==> src/sv/lnf_pkg.sv <==
// Package for the letter n-gram frequency counter.
// Holds the shared constants, command codes and structs; no dependencies.
package lnf_pkg;
    localparam int MAX_GROUP_LETTERS = 4;
    localparam int TABLE_ENTRIES = 256;
    localparam int ADDR_W = 8;
    localparam int USED_W = 9;
    localparam int KEY_W = 32;
    localparam int COUNT_W = 16;
    localparam int LEN_W = 3;
    localparam int QUEUE_DEPTH = 4;
    localparam int QPTR_W = 2;

    localparam logic [7:0] PAD_LETTER = 8'h3F;
    localparam logic [COUNT_W-1:0] COUNT_MAX = 16'hFFFF;

    // Input word kinds, carried on tuser.
    localparam logic [1:0] FUNC_TEXT = 2'd0;
    localparam logic [1:0] FUNC_END = 2'd1;
    localparam logic [1:0] FUNC_READ = 2'd2;
    localparam logic [1:0] FUNC_CLEAR = 2'd3;

    // Commands passed from the front end to the table engine.
    localparam logic [1:0] CMD_GROUP = 2'd0;
    localparam logic [1:0] CMD_END = 2'd1;
    localparam logic [1:0] CMD_READ = 2'd2;
    localparam logic [1:0] CMD_CLEAR = 2'd3;

    typedef struct packed {
        logic [1:0]        op;
        logic              has_group;
        logic [KEY_W-1:0]  key;
        logic [ADDR_W-1:0] idx;
    } t_cmd;

    typedef struct packed {
        logic              full;
        logic [15:0]       total;
        logic [USED_W-1:0] distinct;
        logic              present;
        logic [15:0]       count;
        logic [31:0]       text;
    } t_result;
endpackage

==> src/sv/lnf_queue.sv <==
// Short command queue between the front end and the table engine.
// Depends on lnf_pkg.
module lnf_queue
    import lnf_pkg::*;
(
    input  logic i_clk,
    input  logic i_rst_n,
    input  logic i_push,
    input  t_cmd i_data,
    input  logic i_pop,
    output t_cmd o_data,
    output logic o_full,
    output logic o_empty
);
    t_cmd              r_mem [QUEUE_DEPTH];
    logic [QPTR_W-1:0] r_wr, r_rd;
    logic [QPTR_W:0]   r_cnt;
    logic              do_push, do_pop;

    assign o_full = (r_cnt == (QPTR_W+1)'(QUEUE_DEPTH));
    assign o_empty = (r_cnt == '0);
    assign o_data = r_mem[r_rd];
    assign do_push = i_push && !o_full;
    assign do_pop = i_pop && !o_empty;

    always_ff @(posedge i_clk) begin
        if (do_push) begin
            r_mem[r_wr] <= i_data;
        end
    end

    always_ff @(posedge i_clk) begin
        if (!i_rst_n) begin
            r_wr <= '0;
            r_rd <= '0;
            r_cnt <= '0;
        end else begin
            if (do_push) begin
                r_wr <= r_wr + QPTR_W'(1);
            end
            if (do_pop) begin
                r_rd <= r_rd + QPTR_W'(1);
            end
            if (do_push && !do_pop) begin
                r_cnt <= r_cnt + (QPTR_W+1)'(1);
            end else if (do_pop && !do_push) begin
                r_cnt <= r_cnt - (QPTR_W+1)'(1);
            end
        end
    end
endmodule

==> config.mk <==
export PLATFORM = sky130hd
export DESIGN_NAME = lnf_queue
export DESIGN_NICKNAME = d
export VERILOG_FILES = /design/src/sv/lnf_pkg.sv /design/src/sv/lnf_queue.sv
export SDC_FILE = /design/constraint.sdc
export NUM_CORES = 1
export LEC_CHECK = 0
export CAP_MARGIN = 20
export CORE_UTILIZATION = 62
export DETAILED_ROUTE_END_ITERATION = 12
export DONT_BUFFER_PORTS = 1
export PLACE_DENSITY = 0.78
export SYNTH_ARGS = -nofsm -noshare
export SYNTH_HDL_FRONTEND = slang
export SYNTH_SLANG_ARGS = --single-unit
==> constraint.sdc <==
create_clock -name i_clk -period 2.9 [get_ports i_clk]
set_input_delay 0.29 -clock i_clk [delete_from_list [all_inputs] [get_ports i_clk]]
set_output_delay 0.29 -clock i_clk [all_outputs]
set_load 0.02 [all_outputs]
== Word level (Yosys, flattened, before mapping) ==
Memory sizes are Yosys's and may differ from the RTL's. A register that Yosys moved wholly into a read port is not among the register bits.
Index checks and enable logic that the tools add are counted.

* Add/subtract/negate cells: 4
* $mul: 0
* Divide/modulo/power cells: 0
* $lt $le $gt $ge: 0
* Eq/ne operators: 1
* Shift operators: 0
* Multiplexer cells: 6
* Bitwise operators: 0
* Reductions and logical operators: 10

{| class="wikitable"
|+ Operator list
! kind !! number
|-
| two-way mux 3 bit || 2
|-
| adder 2 x 1 -> 2 bit, second input constant || 2
|-
| logical AND 1 bit || 4
|-
| zero test 1 bit || 4
|-
| two-way mux 2 bit || 2
|-
| adder 3 x 1 -> 3 bit, second input constant || 1
|-
| equality test 3 bit, second input constant || 1
|-
| zero test 3 bit || 1
|-
| subtractor 3 x 1 -> 3 bit, second input constant || 1
|-
| two-way mux 1 bit || 2
|-
| nonzero test 2 bit || 1
|}

* Register bits after elaboration: 7
* Latch bits: 0
* Bits in writable memories: 172
* Memory bits (read-only): 0
* Memories kept: 1

{| class="wikitable"
|+ Memories
! name !! depth !! bits a word !! read ports !! clocked after Yosys merged registers in !! write ports !! line !! RTL
|-
| r_mem || 4 || 43 || 1 || 1 || 1 || lnf_queue.sv:15 || <nowiki>t_cmd r_mem [QUEUE_DEPTH];</nowiki>
|}

== Longest topological paths before layout ==
* Depth after elaboration: 7
* Gate-level depth with buffers: 9

== Worst setup path before layout ==
Ideal clock, no wire load.

* Kind: register to register
* Start: register r_cnt[0]
* End: memory r_mem[0][0] in the netlist's numbering, enable pin
* Data arrival time: 1909 ps
* Required time: 2495 ps
* Setup slack: 586 ps
* Cell stages (with the launch flop): 5
* Cells stage by stage: dfxtp_1 nor3b_2 nor2b_1 buf_6 and2_1

* Word-level cells in the longest chain between the ends: 5

{| class="wikitable"
|+ RTL lines
! item !! line !! RTL
|-
| start: declaration || lnf_queue.sv:17 || <nowiki>logic [QPTR_W:0] r_cnt;</nowiki>
|-
| start signal: assignment || lnf_queue.sv:45 || <nowiki>r_cnt <= r_cnt + (QPTR_W+1)'(1);</nowiki>
|-
| start signal: assignment || lnf_queue.sv:47 || <nowiki>r_cnt <= r_cnt - (QPTR_W+1)'(1);</nowiki>
|-
| equality test 3 bit || lnf_queue.sv:20 || <nowiki>assign o_full = (r_cnt == (QPTR_W+1)'(QUEUE_DEPTH));</nowiki>
|-
| net o_full || lnf_queue.sv:12 || <nowiki>output logic o_full,</nowiki>
|-
| zero test 1 bit || lnf_queue.sv:23 || <nowiki>assign do_push = i_push && !o_full;</nowiki>
|-
| logical AND 1 bit || lnf_queue.sv:23 ||
|-
| net do_push || lnf_queue.sv:18 || <nowiki>logic do_push, do_pop;</nowiki>
|-
| two-way mux 1 bit || lnf_queue.sv:27 || <nowiki>if (do_push) begin</nowiki>
|-
| two-way mux 1 bit (not written as such) || lnf_queue.sv:28 || <nowiki>r_mem[r_wr] <= i_data;</nowiki>
|-
| end: declaration || lnf_queue.sv:15 ||
|}

The timed path passes the listed nets, and every way through them passes these cells.

==> run metrics <==
Gates resized, CTS repair=0; CP max-delay cell=dfxtp_4; WL/cell=23.28 microns; post-placement cell area=6914 sq um; RSZ-0062 raised after global routing=false; Worst R2R Path Depth=8; die area=11,310 sq um; worst reg2reg setup slack=0.42 ns; Num Clock Sinks=181; post-DR vias/cell=5.996; initial core utilization=0.6479; Pre-Repair DR Iteration Count=4; DR iter-0 viols=154; # hold bufs at CTS=44; switch share=0.2769; Fmax=0.3978 GHz; GRT Util Overall=0.2195; Mapped Avg Cell Area=24.72 sq um; class of the worst hold path=in2reg; VDD IR max=0.5203 mV; r2r startpoint=r_cnt[0]; min cycle time layout=about 2.5 ns; GP Congestion=0.6961; Detail Route Antenna Nets=0; port buffer count=0; most frequent cells in the layout=172 x edfxtp_1, 44 x dlygate4sd3_1, 40 x mux4_2; H-tree levels=4; sequential area share after synthesis=0.7920; reg2reg end=r_cnt[2]; Synth-to-Final Area Change=18.13%; slew margin rel.=0.5617; Hold Vio Cnt, Final=0; initial antenna violation count=0; Power Internal=0.005216 W; mapped cell area=6749 sq um; Seq. cell area=5350 sq um; commonest non-fill, non-tap cell in the layout=edfxtp_1; switching pwr=0.001998 W; Post-Syn Instances=273; Power Dens Cells=904.8 nW/um^2; crit path cell chain=buf_4 > mux4_2; worst-path fanout max=28; Rows=37; worst hold start=i_pop; sequential share of power=0.470; vias in the first global route=3,110; first-pass GRT wire length=17,090 microns; hold path cells=3; hold_ws=0.06871 ns; Setup WS post-layout=0.3864 ns; final setup violation count=0; YS warnings=0; gr ovfl total=0; Worst path max stage delay=0.71 ns; CP required=between 2 and 3 ns; nets=384; CTS buffer count=17; part of the cycle the worst path needs=0.8668; die width=106.3 microns; drt total wl=11,170 microns; pre-CTS setup slack=0.4318 ns; Clock transition at path regs=about 0.070 ns; Core ar.=10,420 sq um; Tot Pwr=0.007213 W; CP arrival=roughly 2.2 ns; CP startpoint kind=register; CTS tree=done; area of the multi-input gates=1267 sq um; CTS Root Cell=clkbuf_8; via count=2,878; Max-Cap Viols=0; Worst Tran Pin Value=0.6525 ns; share of layout cells above drive strength 1=0.2384; num ports=92; post-synth cell types=24; leakage=roughly 2.6 nW; worst skew pair latency=0.54 ns; syn_nets=326; Synth Register Bits=181; diode count=0; outcome=finished, final reports clean; fin area=around 8000 sq um; CTS Buffer Depth=2; largest net degree at the start of global routing=44; Setup crit end kind=primary output; clock power share=0.319; die height=106.3 microns; post-detail-place hpwl=6294 microns; FILL cells=539; final setup TNS=0 ns; Clock Skew=0.008746 ns; Slew Viols, Final=0; # DRC=0; Setup Buffers After CTS=0; Crit Path Class=reg2out; combinational power share=0.212
[stage by stage]
stage	std cells	util
3_5_place_dp	404	0.6638
4_1_cts	480	0.7654
2_1_floorplan	273	-
5_1_grt	480	0.7654
6_report	480	0.7654
3_3_place_gp	404	0.6638
[Yosys cell counts, drive strengths merged]
cell type,count,share of area
a21boi,1,0.0011
and2,8,0.0074
buf,10,0.018
clkbuf,2,0.0011
dfxtp,9,0.027
edfxtp,172,0.77
fa,1,0.0030
ha,5,0.0093
inv,3,0.0017
mux2i,3,0.0044
mux4,43,0.15
nand2,4,0.0022
nor2b,2,0.0019
nor3,1,0.00074
nor3b,1,0.0019
o21ai,1,0.00074
o311ai,1,0.0013
o31ai,1,0.0019
or3,1,0.00093
xnor2,3,0.0039
xor2,1,0.0013
[power by group through the flow]
stage          Combinational [W]  Sequential, W  Clock [W]
6_report                 0.00153        0.00339    0.00230
5_1_grt                  0.00161        0.00343    0.00242
4_1_cts                  0.00155        0.00340    0.00233
3_5_place_dp             0.00147        0.00345          0
3_3_place_gp             0.00145        0.00343          0
2_1_floorplan            0.00142        0.00330          0
[sequential cells by signal, summed over array words and instances (netlist names), named ones only]
| signal | cells |
|---|---|
| r_mem | 172 |
| r_cnt | 3 |
| r_rd | 2 |
| r_wr | 2 |
[logic make-up after synthesis]
family          Yosys count  share of synthesized area
compound gates            4                   0.005005
xor+xnor                  4                   0.005192
fa+ha+maj                 6                    0.01224
buf+inv                  15                    0.02095
flops                   181                     0.7920
mux                      46                     0.1496
simple gates             17                    0.01502
[metal layers]
layer  track usage  vias up  share of wire
met1        0.2613     1504           0.39
met5             0        -              0
met4       0.09127        0          0.022
met3       0.08400       21          0.063
li1              -     1266              -
met2        0.3609       87           0.53
[worst max-delay path, delay by kind of cell, from the launching register on]
family | cells | cell delay, ns
buf+inv | 1 | 0.33
flops | 1 | 0.71
mux | 1 | 0.62
[cell type report]
type                    instances  area share
repair buffers                 51     0.06968
clock buffers                  29     0.07486
flip-flops and latches        181      0.6711
inverters                       3    0.001412
multi-input cells              77      0.1590
clock inverters                 3    0.002668
well taps                     136     0.02134
[worst max path at each step]
stage | startpoint | endpoint | cells past startpoint
floorplan | r_cnt[0] | r_mem[0][0] | 4
global placement | r_cnt[0] | r_cnt[2] | 8
detailed placement | r_cnt[0] | r_cnt[2] | 8
CTS | register | o_data[31] | 2
global route | register | o_data[14] | 2
finish | register | o_data[31] | 2
No activity file was read; power rests on OpenSTA's default activity.
