File: src/sv/lnf_pkg.sv
// Package for the letter n-gram frequency counter.
// Holds the shared constants, command codes and structs; no dependencies.
package lnf_pkg;
    localparam int MAX_GROUP_LETTERS = 4;
    localparam int TABLE_ENTRIES = 256;
    localparam int ADDR_W = 8;
    localparam int USED_W = 9;
    localparam int KEY_W = 32;
    localparam int COUNT_W = 16;
    localparam int LEN_W = 3;
    localparam int QUEUE_DEPTH = 4;
    localparam int QPTR_W = 2;

    localparam logic [7:0] PAD_LETTER = 8'h3F;
    localparam logic [COUNT_W-1:0] COUNT_MAX = 16'hFFFF;

    // Input word kinds, carried on tuser.
    localparam logic [1:0] FUNC_TEXT = 2'd0;
    localparam logic [1:0] FUNC_END = 2'd1;
    localparam logic [1:0] FUNC_READ = 2'd2;
    localparam logic [1:0] FUNC_CLEAR = 2'd3;

    // Commands passed from the front end to the table engine.
    localparam logic [1:0] CMD_GROUP = 2'd0;
    localparam logic [1:0] CMD_END = 2'd1;
    localparam logic [1:0] CMD_READ = 2'd2;
    localparam logic [1:0] CMD_CLEAR = 2'd3;

    typedef struct packed {
        logic [1:0]        op;
        logic              has_group;
        logic [KEY_W-1:0]  key;
        logic [ADDR_W-1:0] idx;
    } t_cmd;

    typedef struct packed {
        logic              full;
        logic [15:0]       total;
        logic [USED_W-1:0] distinct;
        logic              present;
        logic [15:0]       count;
        logic [31:0]       text;
    } t_result;
endpackage

File: src/sv/lnf_front.sv
// Front end: filters and uppercases letters, packs groups, turns words into commands.
// Depends on lnf_pkg.
module lnf_front
    import lnf_pkg::*;
(
    input  logic             i_clk,
    input  logic             i_rst_n,
    input  logic             i_cfg_wr_en,
    input  logic [LEN_W-1:0] i_cfg_wr_data,
    input  logic             i_valid,
    output logic             o_ready,
    input  logic [1:0]       i_func,
    input  logic [7:0]       i_char,
    input  logic [7:0]       i_idx,
    input  logic             i_q_full,
    output logic             o_push,
    output t_cmd             o_cmd
);
    logic [LEN_W-1:0] r_len, n_len;
    logic [KEY_W-1:0] r_partial, n_partial;
    logic [LEN_W-1:0] r_fill, n_fill;

    logic [7:0]       c_up;
    logic             is_letter;
    logic [KEY_W-1:0] key_add;
    logic [KEY_W-1:0] key_pad;
    logic [LEN_W-1:0] fill_inc;
    logic             accept;

    // No word is taken in a cycle that writes the group length.
    assign o_ready = !i_q_full && !i_cfg_wr_en;
    assign accept = i_valid && o_ready;
    assign c_up = (i_char >= 8'h61 && i_char <= 8'h7A) ? i_char - 8'h20 : i_char;
    assign is_letter = (c_up >= 8'h41 && c_up <= 8'h5A);
    assign key_add = r_partial | ({24'd0, c_up} << {r_fill, 3'b000});
    assign fill_inc = r_fill + LEN_W'(1);

    always_comb begin
        for (int j = 0; j < MAX_GROUP_LETTERS; j++) begin
            if (LEN_W'(j) < r_fill) begin
                key_pad[8*j +: 8] = r_partial[8*j +: 8];
            end else if (LEN_W'(j) < r_len) begin
                key_pad[8*j +: 8] = PAD_LETTER;
            end else begin
                key_pad[8*j +: 8] = 8'd0;
            end
        end
    end

    always_comb begin
        n_len = r_len;
        n_partial = r_partial;
        n_fill = r_fill;
        o_push = 1'b0;
        o_cmd.op = CMD_GROUP;
        o_cmd.has_group = 1'b0;
        o_cmd.key = key_add;
        o_cmd.idx = i_idx;
        if (i_cfg_wr_en) begin
            if (i_cfg_wr_data == '0) begin
                n_len = LEN_W'(1);
            end else if (i_cfg_wr_data > LEN_W'(MAX_GROUP_LETTERS)) begin
                n_len = LEN_W'(MAX_GROUP_LETTERS);
            end else begin
                n_len = i_cfg_wr_data;
            end
            n_partial = '0;
            n_fill = '0;
        end else if (accept) begin
            case (i_func)
                FUNC_TEXT: begin
                    if (is_letter) begin
                        if (fill_inc >= r_len) begin
                            o_push = 1'b1;
                            o_cmd.has_group = 1'b1;
                            n_partial = '0;
                            n_fill = '0;
                        end else begin
                            n_partial = key_add;
                            n_fill = fill_inc;
                        end
                    end
                end
                FUNC_END: begin
                    o_push = 1'b1;
                    o_cmd.op = CMD_END;
                    o_cmd.has_group = (r_fill != '0);
                    o_cmd.key = key_pad;
                    n_partial = '0;
                    n_fill = '0;
                end
                FUNC_READ: begin
                    o_push = 1'b1;
                    o_cmd.op = CMD_READ;
                end
                default: begin
                    o_push = 1'b1;
                    o_cmd.op = CMD_CLEAR;
                    n_partial = '0;
                    n_fill = '0;
                end
            endcase
        end
    end

    always_ff @(posedge i_clk) begin
        if (!i_rst_n) begin
            r_len <= LEN_W'(1);
            r_partial <= '0;
            r_fill <= '0;
        end else begin
            r_len <= n_len;
            r_partial <= n_partial;
            r_fill <= n_fill;
        end
    end
endmodule

File: config.mk
export PLATFORM = sky130hd
export DESIGN_NAME = lnf_front
export DESIGN_NICKNAME = d
export VERILOG_FILES = /design/src/sv/lnf_pkg.sv /design/src/sv/lnf_front.sv
export SDC_FILE = /design/constraint.sdc
export NUM_CORES = 1
export LEC_CHECK = 0
export BUFFER_PORTS_ARGS = -buffer_cell sky130_fd_sc_hd__buf_2
export CORE_MARGIN = 3
export CORE_UTILIZATION = 40
export CTS_CLUSTER_DIAMETER = 120
export DETAILED_ROUTE_END_ITERATION = 16
export PLACE_DENSITY = 0.74
export RECOVER_POWER = 25
export SLEW_MARGIN = 20
export SYNTH_ARGS = -nofsm -noshare
export SYNTH_HDL_FRONTEND = slang
export SYNTH_SLANG_ARGS = --single-unit
File: constraint.sdc
create_clock -name i_clk -period 2.8 [get_ports i_clk]
set_input_delay 0.14 -clock i_clk [delete_from_list [all_inputs] [get_ports i_clk]]
set_output_delay 0.14 -clock i_clk [all_outputs]
set_load 0.01 [all_outputs]
[Word level (Yosys, flattened, before mapping)]
Index checks and enable logic that the tools add are counted.
Storage, ports and cells
  output and inout bits: 45
  input port bits: 26
  flip-flop bits (word level): 38
  word-level logic and storage cells: 64
Operators by class
  order comparisons: 14
  reductions and logical operators: 11
  $add $sub $neg: 2
  shift-type cells: 1
  bitwise gates (word level): 3
  mux-type cells: 27
  equal/unequal tests: 3
Operator list (count)
  2-to-1 mux 32 bit: 3
  2-to-1 mux 35 bit: 2
  case mux 32 bit (2 select lines): 1
  2-to-1 mux 8 bit: 5
  OR 32 bit: 1
  << shifter 8 x 6 -> 32 bit: 1
  2-to-1 mux 6 bit: 4
  >= comparator 8 x 7 -> 1 bit (second input constant): 2
  less-or-equal comparator 8 x 7 -> 1 bit (second input constant): 2
  < comparator 1 x 3 -> 1 bit (first input constant): 4
  < comparator 2 x 3 -> 1 bit (first input constant): 4
  2-to-1 mux 3 bit: 4
  subtractor 8 x 6 -> 8 bit (second input constant): 1
  case mux 2 bit (3 select lines): 1
  case mux 3 bit (2 select lines): 1
  2-to-1 mux 1 bit: 5
  logical AND 1 bit: 4
  adder 3 x 1 -> 3 bit (second input constant): 1
  >= comparator 3 bit: 1
  > comparator 3 bit (second input constant): 1
  zero test 3 bit: 1
  AND reduction 3 bit: 1
  nonzero test 3 bit: 1
  equality test 2 x 1 -> 1 bit (second input constant): 1
  other kinds (7): 9

[Depth between registers and ports, before layout]
Gate-level depths: netlist of the first run.
  depth in word-level cells: 9
  gate-level depth with buffers: 8
  gate-level depth less buffers: 7

[Least setup slack after synthesis of the first run]
Ideal clock, no wire load.
  path type: register to register
  start point: reg r_fill[0]
  end point: reg r_fill[2]
  cell stages (with the launch flop): 8
  path buffers: 0
  clock period less this slack: 2.158 ns
  arrival time: 2.082 ns
  path slack: 0.642 ns
  required time: 2.725 ns
  library setup time: 0.075 ns
  path through: dfxtp_1 > inv_1 > ha_1 > ha_1 > a21o_1 > a2111oi_0 > nand2_1 > o22ai_1
Between the ends
  cells in the longest elaborated chain, start to end: 5
RTL lines
  from (decl): line lnf_front.sv:21  | logic [LEN_W-1:0] r_fill, n_fill;
  from (signal assigned): line lnf_front.sv:114  | r_fill <= n_fill;
  adder 3 x 1 -> 3 bit (*): line lnf_front.sv:36  | assign fill_inc = r_fill + LEN_W'(1);
  >= comparator 3 bit: line lnf_front.sv:73  | if (fill_inc >= r_len) begin
  2-to-1 mux 3 bit (*): line lnf_front.sv:73
  2-to-1 mux 3 bit (*): line lnf_front.sv:72  | if (is_letter) begin
  case mux 3 bit (2 select lines) (*): line lnf_front.sv:70  | case (i_func)
Mark *: on every way between the ends. The rest lies on a longest branch, timed or not. The select of a mux whose other input is x is not followed.
A chain may end at the register's enable or synchronous reset.

[Final worst setup path of the first run]
  start point: reg r_fill[1]
  end point: out o_push
Between the ends
  cells in the longest elaborated chain, start to end: 7
RTL lines
  adder 3 x 1 -> 3 bit: line lnf_front.sv:36
  >= comparator 3 bit: line lnf_front.sv:73
  2-to-1 mux 1 bit: line lnf_front.sv:73
  2-to-1 mux 1 bit: line lnf_front.sv:72
  2-to-1 mux 1 bit: line lnf_front.sv:70
  2-to-1 mux 1 bit: line lnf_front.sv:69  | end else if (accept) begin
  2-to-1 mux 1 bit: line lnf_front.sv:59  | if (i_cfg_wr_en) begin
  to (decl): line lnf_front.sv:16  | output logic o_push,
Every way passes these cells.

==> flow_summary.toml, run 1 <==
[worst_setup_path]
crit_start = "r_fill[1]"
criticalPathCategory = "reg2out"
setup.worst_path.end_class = "output port"
worst-endpoint-arrival_ps = 2500
cp.required_ps = 2660
critical_path.startpoint_type = "flop"
path_max_fanout = 8
r2r_start = "r_fill[1]"

[clocking]
clockBufferDepth = 2
ctsHtreeMaxLevel = 2
cts_tree = "yes"
cts_num_sinks = 38
clock_tree.root_cell = "sky130_fd_sc_hd__clkbuf_8"
worstSkewPairLatency_ps = 290
path_clk_slew_ps = 70
cts_inserted_buffers = 5
postCtsSetupRepairBufs = 0

[pwr]
totalPowerFinal_mw = 1.05
vdd_ir_drop_max_mv = 0.249
powerDensity_nw_per_um2 = 396
leakagePower_nw = 1.11

[synthesis]
synth.largest_area_cell = "sky130_fd_sc_hd__dfxtp_1"
top_ff_cell_synth = "sky130_fd_sc_hd__dfxtp_1"
post_synth_instance_area_sq_um = 2290
yosys-top-cells-area = "sky130_fd_sc_hd__dfxtp_1, sky130_fd_sc_hd__a21oi_1, sky130_fd_sc_hd__nor2_1, sky130_fd_sc_hd__nand2_1, sky130_fd_sc_hd__o2bb2ai_1"
netlist-cell-type-count = 47
synth.ff_latch_count = 38
netlist_top_cells_count = "sky130_fd_sc_hd__a21oi_1, sky130_fd_sc_hd__nor2_1, sky130_fd_sc_hd__dfxtp_1"
synthesis.nets = 335
synth-edff-count = 0
synthesis.yosys.warnings = 0
post-synth-top-count-cell = "sky130_fd_sc_hd__a21oi_1"
synth_top_cell_area_share = 0.332
synth-async-reset-ratio = 0
seq_area_frac_synth = 0.332
syn-instance-count = 303
synthesis.area_per_instance_sq_um = 7.57

[sta]
setup_repair_after_global_routing_missed_its_margin = "false"
hold-worst-slack_ps = 56.1
max_slew.worst_pin.slew_ps = 830
fin_worst_skew_ps = 5.68
period_needed_ps = 2640
drv_slew = 0
slew_headroom = 0.433
post-route-period-util = 0.943
total_negative_setup_slacks_ps = 0
f_max_ghz = 0.379
final-setup-viol-count = 0
hold_viol = 0

[flow_run]
cap_viol_max_count = 0

[drt]
route.detailed.wl_per_inst_um = 15.2
wl_met1_um = 2670
first_pass_iters = 4
antenna_left = 0
drtIter0Drc = 213
finalWirelength_um = 6340
routed-wl-met2_um = 3010
route.vias.total = 2345
route.detailed.drc = 0
highest-signal-layer = "met4"
met3_length_um = 581
drt-vias-per-instance = 5.61

[floorplan]
starting_utilization_of_the_core_area = 0.430
boundaryPins = 71
core-area_sq_um = 5340
area_enclosed_by_the_die_boundary_sq_um = 6670
chip_width_um = 81.7
placementRows = 26
die_h_um = 81.7

[run_status]
run_status = "complete, no violations"

[layout]
diodes = 0
area_growth_synth_to_finish_pct = 15.1
combined_flip_flop_and_latch_cell_area_sq_um = 762
num-fill-cells = 550
multi_input_comb_area_sq_um = 1350
drive_gt1_frac = 0.218
nNetsFinal = 380

[place]
post-dp-hpwl_um = 4540
gp_routability_congestion = 0.840
buffer_ports.inserted = 54

[min_path]
hold_path_class = "in2reg"
min_from = "i_rst_n"

[global_routing]
grtUsageTotal = 0.201
grt_pass1_vias = 2259
grt_total_ovfl = 0
grt_start_max_net_pins = 33
grt_pass1_wl_um = 10500
grt_antenna_before_repair = 0
[final cells by class]
cell class | instances | area share
multi-input combinational | 228 | 0.510
sequential | 38 | 0.289
timing repair buffer | 64 | 0.124
tap | 70 | 0.0332
clock buffer | 7 | 0.0289
inverter | 11 | 0.0156
[path summary, 6_finish.rpt]
kind | endpoint | slack [ps] | cells after the start
setup / recovery | o_push | 160 | 8
hold / removal | r_len[0] | 60 | 2
setup reg to reg | r_fill[2] | 210 | 7
hold reg to reg | r_partial[4] | 470 | 2
[metrics by stage]
stage / cell area [sq um] / worst slack, ps / util / instances
after floorplan: 2290 / 642 / - / 303
after global placement: 2590 / 460 / 0.486 / 411
after detailed placement: 2590 / 185 / 0.486 / 411
after CTS: 2670 / 79.7 / 0.501 / 418
after global routing: 2640 / 21.4 / 0.495 / 418
final: 2640 / 159 / 0.495 / 418
[placed cells by master (no fill, tap or decap), types with 2 or more instances in the layout]
cell type and instances:
sky130_fd_sc_hd__nand2b_1 2, sky130_fd_sc_hd__a31oi_1 11, sky130_fd_sc_hd__dfxtp_1 37, sky130_fd_sc_hd__o21ai_0 3, sky130_fd_sc_hd__a32o_1 2, sky130_fd_sc_hd__nor2b_1 4
sky130_fd_sc_hd__nor3_1 3, sky130_fd_sc_hd__a21oi_2 2, sky130_fd_sc_hd__nand2_1 35, sky130_fd_sc_hd__nor2_1 42, sky130_fd_sc_hd__o21ai_1 3, sky130_fd_sc_hd__o2bb2ai_1 13
sky130_fd_sc_hd__o22ai_1 3, sky130_fd_sc_hd__inv_1 10, sky130_fd_sc_hd__a21oi_1 60, sky130_fd_sc_hd__and2_1 2, sky130_fd_sc_hd__nand3_1 3, sky130_fd_sc_hd__nor3b_2 2
sky130_fd_sc_hd__ha_1 6, sky130_fd_sc_hd__buf_2 51, sky130_fd_sc_hd__buf_4 6, sky130_fd_sc_hd__nand4_1 3, sky130_fd_sc_hd__o21a_1 5, sky130_fd_sc_hd__clkbuf_1 9
sky130_fd_sc_hd__clkbuf_8 5, sky130_fd_sc_hd__or3_1 2
[routing by layer]
| metal | vias to the layer above | track usage |
|---|---|---|
| met1 | 1074 | 0.250 |
| li1 | 1159 | - |
| met4 | 0 | 0.0897 |
| met5 | - | 0 |
| met3 | 11 | 0.0450 |
| met2 | 101 | 0.331 |
[sequential cells by signal, summed over array words and instances (netlist names)]
name,count
r_partial,32
r_len,3
r_fill,3
[repair_timing]
action / in CTS / in global routing
hold buffers: 0 / 0
hold endpoints to repair: 0 / 0
resized for setup: 0 / 1
setup endpoints to repair: 0 / 3
[worst max-delay path, cell delays in order, from the launching register on]
cell                      delay, ps
sky130_fd_sc_hd__dfxtp_1        490
sky130_fd_sc_hd__inv_1          100
sky130_fd_sc_hd__ha_1           300
sky130_fd_sc_hd__ha_1           270
sky130_fd_sc_hd__a21o_1         170
sky130_fd_sc_hd__a21oi_1        300
sky130_fd_sc_hd__nor3_1         120
sky130_fd_sc_hd__o311a_1        310
sky130_fd_sc_hd__buf_2          150
[kinds of logic (layout without fill, tap and decap cells)]
group | Yosys count | after routing | synth area share
flip-flops | 38 | 38 | 0.332
multiplexers | 1 | 1 | 0.00437
AND/OR/NAND/NOR | 106 | 106 | 0.219
buffers and inverters | 37 | 82 | 0.0819
adder cells (fa/ha/maj) | 6 | 6 | 0.0328
AO/OA/AOI/OAI | 114 | 114 | 0.326
XOR/XNOR | 1 | 1 | 0.00382
[power breakdown]
group	leakage, nW	switching, mW	internal, mW
Sequential	0.307	0.00305	0.543
Combinational	0.765	0.0910	0.0504
Clock	0.0383	0.186	0.172
No activity file was read; power rests on OpenSTA's default activity.
==> inputs of run 2 (changes only) <==
--- a/config.mk
+++ b/config.mk
@@ -10,7 +10,6 @@
 export CORE_UTILIZATION = 40
 export CTS_CLUSTER_DIAMETER = 120
 export DETAILED_ROUTE_END_ITERATION = 16
-export PLACE_DENSITY = 0.74
 export RECOVER_POWER = 25
 export SLEW_MARGIN = 20
 export SYNTH_ARGS = -nofsm -noshare
==> flow_summary.toml, run 2 (synthesized netlist as in run 1, its figures left out) <==
[sta]
drv_slew = 0
fin_worst_skew_ps = 3.23
total_negative_setup_slacks_ps = 0
max_slew.worst_pin.slew_ps = 748
final-setup-viol-count = 0
post-route-period-util = 0.944
setup_repair_after_global_routing_missed_its_margin = "false"
period_needed_ps = 2640
f_max_ghz = 0.378
hold_viol = 0
slew_headroom = 0.489

[global_routing]
grt_pass1_vias = 2119
grt_total_ovfl = 0
busiest_layer = "met2"
grt_pass1_wl_um = 10100
grt_antenna_before_repair = 0
grtUsageTotal = 0.197
met3_usage = 0.0406
grt.met2_usage = 0.305
grt_start_max_net_pins = 33
groute.layer.met1.usage = 0.277

[worst_setup_path]
cp_peak_stage_delay_ps = 530
timing.critical_path.mode_cell = "sky130_fd_sc_hd__ha_1"
critical_path.startpoint_type = "flop"
timing.critical_path.depth = 8
path_max_fanout = 8
worst-endpoint-arrival_ps = 2500
timing.reg2reg.worst_path_depth = 7
slowest_stage = "sky130_fd_sc_hd__dfxtp_1"
cp.required_ps = 2660
worstPathBufferInverterCount = 2
cell_chain_of_the_critical_path = "inv_1 > ha_1 > ha_1 > a21o_1 > a21oi_1 > nor3_1 > o311a_1 > buf_2"
worst-r2r-setup-slack_ps = 310
setup.worst_path.end_class = "output port"
crit_family = "compound AO/OA/AOI/OAI gates"
criticalPathCategory = "reg2out"

[floorplan]
core-area_sq_um = 5340
area_enclosed_by_the_die_boundary_sq_um = 6670
starting_utilization_of_the_core_area = 0.430
chip_width_um = 81.7
placementRows = 26
boundaryPins = 71
die_h_um = 81.7

[place]
placement.cell_area_sq_um = 2590
gp_routability_congestion = 0.836
post-dp-hpwl_um = 4380
buffer_ports.inserted = 54

[pwr]
vdd_ir_drop_max_mv = 0.309
leakagePower_nw = 1.13
seqPwrFrac = 0.502
totalPowerFinal_mw = 1.09
combinational_share_of_power = 0.131
powerDensity_nw_per_um2 = 406
p_clk_frac = 0.367
fraction_of_power_spent_switching_nets = 0.272
internal_uw = 792
netSwitchingPower_uw = 295

[clocking]
clockBufferDepth = 2
worstSkewPairLatency_ps = 290
path_clk_slew_ps = 80
cts_num_sinks = 38
cts_inserted_buffers = 5
clock_tree.root_cell = "sky130_fd_sc_hd__clkbuf_8"
ctsHtreeMaxLevel = 2
cts_tree = "yes"

[drt]
route.detailed.wl_per_inst_um = 14.8
first_pass_iters = 4
antenna_left = 0
drtIter0Drc = 164
route.vias.total = 2282
finalWirelength_um = 6190
drt-vias-per-instance = 5.46
route.detailed.drc = 0

[min_path]
holdPathStages = 2
hold_path_class = "in2reg"

[layout]
largest_reg_by_ff_count = "r_partial"
largest_register_ff_count = 32
largestRegisters = "r_partial (32), r_fill (3), r_len (3)"
drive_gt1_frac = 0.224
postLayoutCellArea_sq_um = 2680
most_used_cells_in_the_layout_excluding_fill_and_tap_cells = "sky130_fd_sc_hd__a21oi_1, sky130_fd_sc_hd__buf_2, sky130_fd_sc_hd__nor2_1, sky130_fd_sc_hd__dfxtp_1, sky130_fd_sc_hd__nand2_1"
diodes = 0
layout.cells.most_common = "sky130_fd_sc_hd__a21oi_1"
area_growth_synth_to_finish_pct = 16.7
nNetsFinal = 379

[flow_run]
cap_viol_max_count = 0

[run_status]
run_status = "complete, no violations"
==> run 2: power by group through the flow <==
| stage | Sequential (mW) | Combinational, mW | Clock [mW] |
|---|---|---|---|
| finish | 0.546 | 0.142 | 0.399 |
| floorplan | 0.558 | 0.103 | 0 |
| global placement | 0.559 | 0.144 | 0 |
| global route | 0.547 | 0.158 | 0.431 |
| detailed placement | 0.559 | 0.144 | 0 |
| CTS | 0.546 | 0.145 | 0.415 |
==> run 2: final timing paths <==
check | startpoint | end
worst max-delay path | r_fill[1] | o_push
worst min-delay path | i_rst_n | r_len[0]
worst max register to register | r_fill[1] | r_fill[0]
worst min register to register | r_partial[19] | r_partial[19]
==> run 2: per-stage QoR <==
stage                     std cells  setup WS [ps]  utilization  hold slack, ps
after global placement          410            422        0.485             280
after floorplan                 303            642            -             202
after detailed placement        410            396        0.485             280
final                           418            156        0.501            50.1
after global routing            418           16.3        0.501            70.0
after CTS                       418            143        0.503            46.1
==> run 2: area by class of cell <==
| class | instances | area [sq um] |
|---|---|---|
| repair buffers | 63 | 330 |
| clock buffers | 6 | 82.6 |
| fillers | 580 | 2660 |
| flip-flops and latches | 38 | 762 |
| clock inverters | 2 | 12.5 |
| multi-input cells | 228 | 1360 |
| inverters | 11 | 41.3 |
| well taps | 70 | 87.6 |
==> run 2: worst register-to-register path, stage by stage (launching register included) <==
cell and delay [ps]:
sky130_fd_sc_hd__dfxtp_1 530, sky130_fd_sc_hd__inv_1 100, sky130_fd_sc_hd__ha_1 310, sky130_fd_sc_hd__ha_1 270, sky130_fd_sc_hd__a21o_1 170, sky130_fd_sc_hd__a2111oi_0 690
sky130_fd_sc_hd__nand2_1 150, sky130_fd_sc_hd__o22ai_1 190
==> run 2: per-layer routing <==
metal	part of all wire	up-vias
li1	-	1156
met1	0.49	1068
met2	0.45	53
met3	0.050	5
met4	0.0091	0
met5	0	-
==> run 2: timing repair <==
item / in CTS / in global routing
setup buffers: 0 / 0
setup endpoints to repair: 0 / 1
hold buffers: 0 / 0
gates resized for setup: 0 / 1
==> inputs of run 3 (changes only) <==
--- a/config.mk
+++ b/config.mk
@@ -11,6 +11,7 @@
 export CTS_CLUSTER_DIAMETER = 120
 export DETAILED_ROUTE_END_ITERATION = 16
 export RECOVER_POWER = 25
+export SETUP_SLACK_MARGIN = 0.4
 export SLEW_MARGIN = 20
 export SYNTH_ARGS = -nofsm -noshare
 export SYNTH_HDL_FRONTEND = slang
==> constraint.sdc (replaced) <==
create_clock -name i_clk -period 2.8 [get_ports i_clk]
set_input_delay 0.14 -clock i_clk [delete_from_list [all_inputs] [get_ports i_clk]]
set_output_delay 0.14 -clock i_clk [all_outputs]
set_load 0.1 [all_outputs]
==> flow_summary.toml, run 3 (synthesized netlist as in run 1, its figures left out) <==
[layout]
largest_reg_by_ff_count = "r_partial"
layout.cells.most_common = "sky130_fd_sc_hd__a21oi_1"
drive_gt1_frac = 0.337
largest_register_ff_count = 32
diodes = 0
most_used_cells_in_the_layout_excluding_fill_and_tap_cells = "sky130_fd_sc_hd__a21oi_1, sky130_fd_sc_hd__buf_2, sky130_fd_sc_hd__nand2_1, sky130_fd_sc_hd__dfxtp_1, sky130_fd_sc_hd__nor2_1"
area_growth_synth_to_finish_pct = 28.2
layout.core_utilization = 0.551
instances_no_fill = 423
postLayoutCellArea_sq_um = 2940
largestRegisters = "r_partial (32), r_fill (3), r_len (3)"
num-fill-cells = 539
nNetsFinal = 384

[place]
placed_cells = 411
post-place-ws_ps = 290
gp_routability_congestion = 0.882
post-dp-hpwl_um = 4580
placement.cell_area_sq_um = 2730
buffer_ports.inserted = 54

[min_path]
hold_path_class = "in2reg"

[global_routing]
grt_start_max_net_pins = 33
grt_total_ovfl = 0
grtUsageTotal = 0.205
grt_antenna_before_repair = 0
grt_pass1_wl_um = 10700
grt_pass1_vias = 2204

[sta]
drv_slew = 0
final_worst_setup_slack_ps = 387
final-setup-viol-count = 0
period_needed_ps = 2410
post-route-period-util = 0.862
f_max_ghz = 0.414
max_slew.worst_pin.slew_ps = 1170
total_negative_setup_slacks_ps = 0
setup_repair_after_global_routing_missed_its_margin = "true"
slew_headroom = 0.220
hold_viol = 0
fin_worst_skew_ps = 6.30

[drt]
drt-vias-per-instance = 5.52
antenna_left = 0
drtIter0Drc = 123
first_pass_iters = 4
route.vias.total = 2333
route.detailed.wl_per_inst_um = 15.5
finalWirelength_um = 6570
route.detailed.drc = 0

[worst_setup_path]
criticalPathCategory = "in2out"
cell_chain_of_the_critical_path = "buf_2 > or4_4 > o22ai_2 > o41a_2 > a31oi_1 > nor2_2 > buf_2"
critical_path.startpoint_type = "primary input"
timing.critical_path.mode_cell = "sky130_fd_sc_hd__buf_2"
worstPathBufferInverterCount = 2
setup.worst_path.end_class = "output port"
path_max_fanout = 10
worst-endpoint-arrival_ps = 2270
slowest_stage = "sky130_fd_sc_hd__or4_4"
cp_peak_stage_delay_ps = 550
crit_family = "compound AO/OA/AOI/OAI gates"
cp.required_ps = 2660

[floorplan]
chip_width_um = 81.7
boundaryPins = 71
core-area_sq_um = 5340
area_enclosed_by_the_die_boundary_sq_um = 6670
placementRows = 26
die_h_um = 81.7
starting_utilization_of_the_core_area = 0.430

[flow_run]
cap_viol_max_count = 0

[pwr]
leakagePower_nw = 1.20
powerDensity_nw_per_um2 = 471
vdd_ir_drop_max_mv = 0.244

[clocking]
cts_tree = "yes"
path_clk_slew_ps = 80
cts_num_sinks = 38
cts_inserted_buffers = 5
worstSkewPairLatency_ps = 290
clockBufferDepth = 2
ctsHoldBuffers = 0
clock_tree.root_cell = "sky130_fd_sc_hd__clkbuf_8"
ctsHtreeMaxLevel = 2

[run_status]
run_status = "complete, no violations"
## run 3: changes by cell type in the layout (fill, tap and decap cells not counted), moves of 3 or more
cell / change
sky130_fd_sc_hd__o2bb2ai_1: -13
sky130_fd_sc_hd__o2bb2ai_2: +13
sky130_fd_sc_hd__nor2_1: -8
sky130_fd_sc_hd__nor2_2: +7
sky130_fd_sc_hd__buf_4: +5
sky130_fd_sc_hd__a21oi_1: -4
sky130_fd_sc_hd__a21oi_2: +3
sky130_fd_sc_hd__buf_2: -3
sky130_fd_sc_hd__clkbuf_2: +3
sky130_fd_sc_hd__nor3_2: +3
## run 3: final cells by class
type,count,area (sq um),area share
clock inverter,2,60.1,0.0204
clock buffer,6,82.6,0.0281
timing repair buffer,68,388,0.132
tap,70,87.6,0.0298
sequential,38,769,0.262
multi-input combinational,228,1510,0.514
inverter,11,41.3,0.0140
## run 3: where the power goes
group | switching, mW | internal, mW | total (mW) | leakage, nW
registers | 0.00350 | 0.541 | 0.545 | 0.309
clock network | 0.198 | 0.380 | 0.578 | 0.0714
logic | 0.201 | 0.0599 | 0.261 | 0.816
total | 0.403 | 0.981 | 1.38 | 1.20
## run 3: routing by layer
metal  vias up  part of all wire  GRT usage
met2        47              0.48      0.352
met3         7             0.040     0.0318
met5         -                 0          0
met1      1109              0.47      0.270
li1       1170                 -          -
met4         0            0.0099     0.0482
## run 3: path summary, 6_finish.rpt
path / from / end / slack, ps / depth (start not counted)
setup / recovery: i_char[3] / o_cmd[38] / 390 / 7
hold / removal: i_rst_n / r_len[0] / 50 / 2
hold reg to reg: r_partial[11] / r_partial[11] / 470 / 2
setup reg to reg: r_fill[0] / r_partial[3] / 620 / 9
## run 3: what timing repair did
action	4_1_cts	5_1_grt
setup endpoints to repair	4	26
pin swaps	1	4
setup buffers	3	1
cloned	0	0
gates resized for setup	9	8
## run 3: metrics by stage
step,hold WS (ps),power (mW)
after floorplan,202,0.813
after global placement,281,0.816
after detailed placement,281,0.816
after CTS,47.5,1.39
after global routing,59.4,1.43
final,53.5,1.38
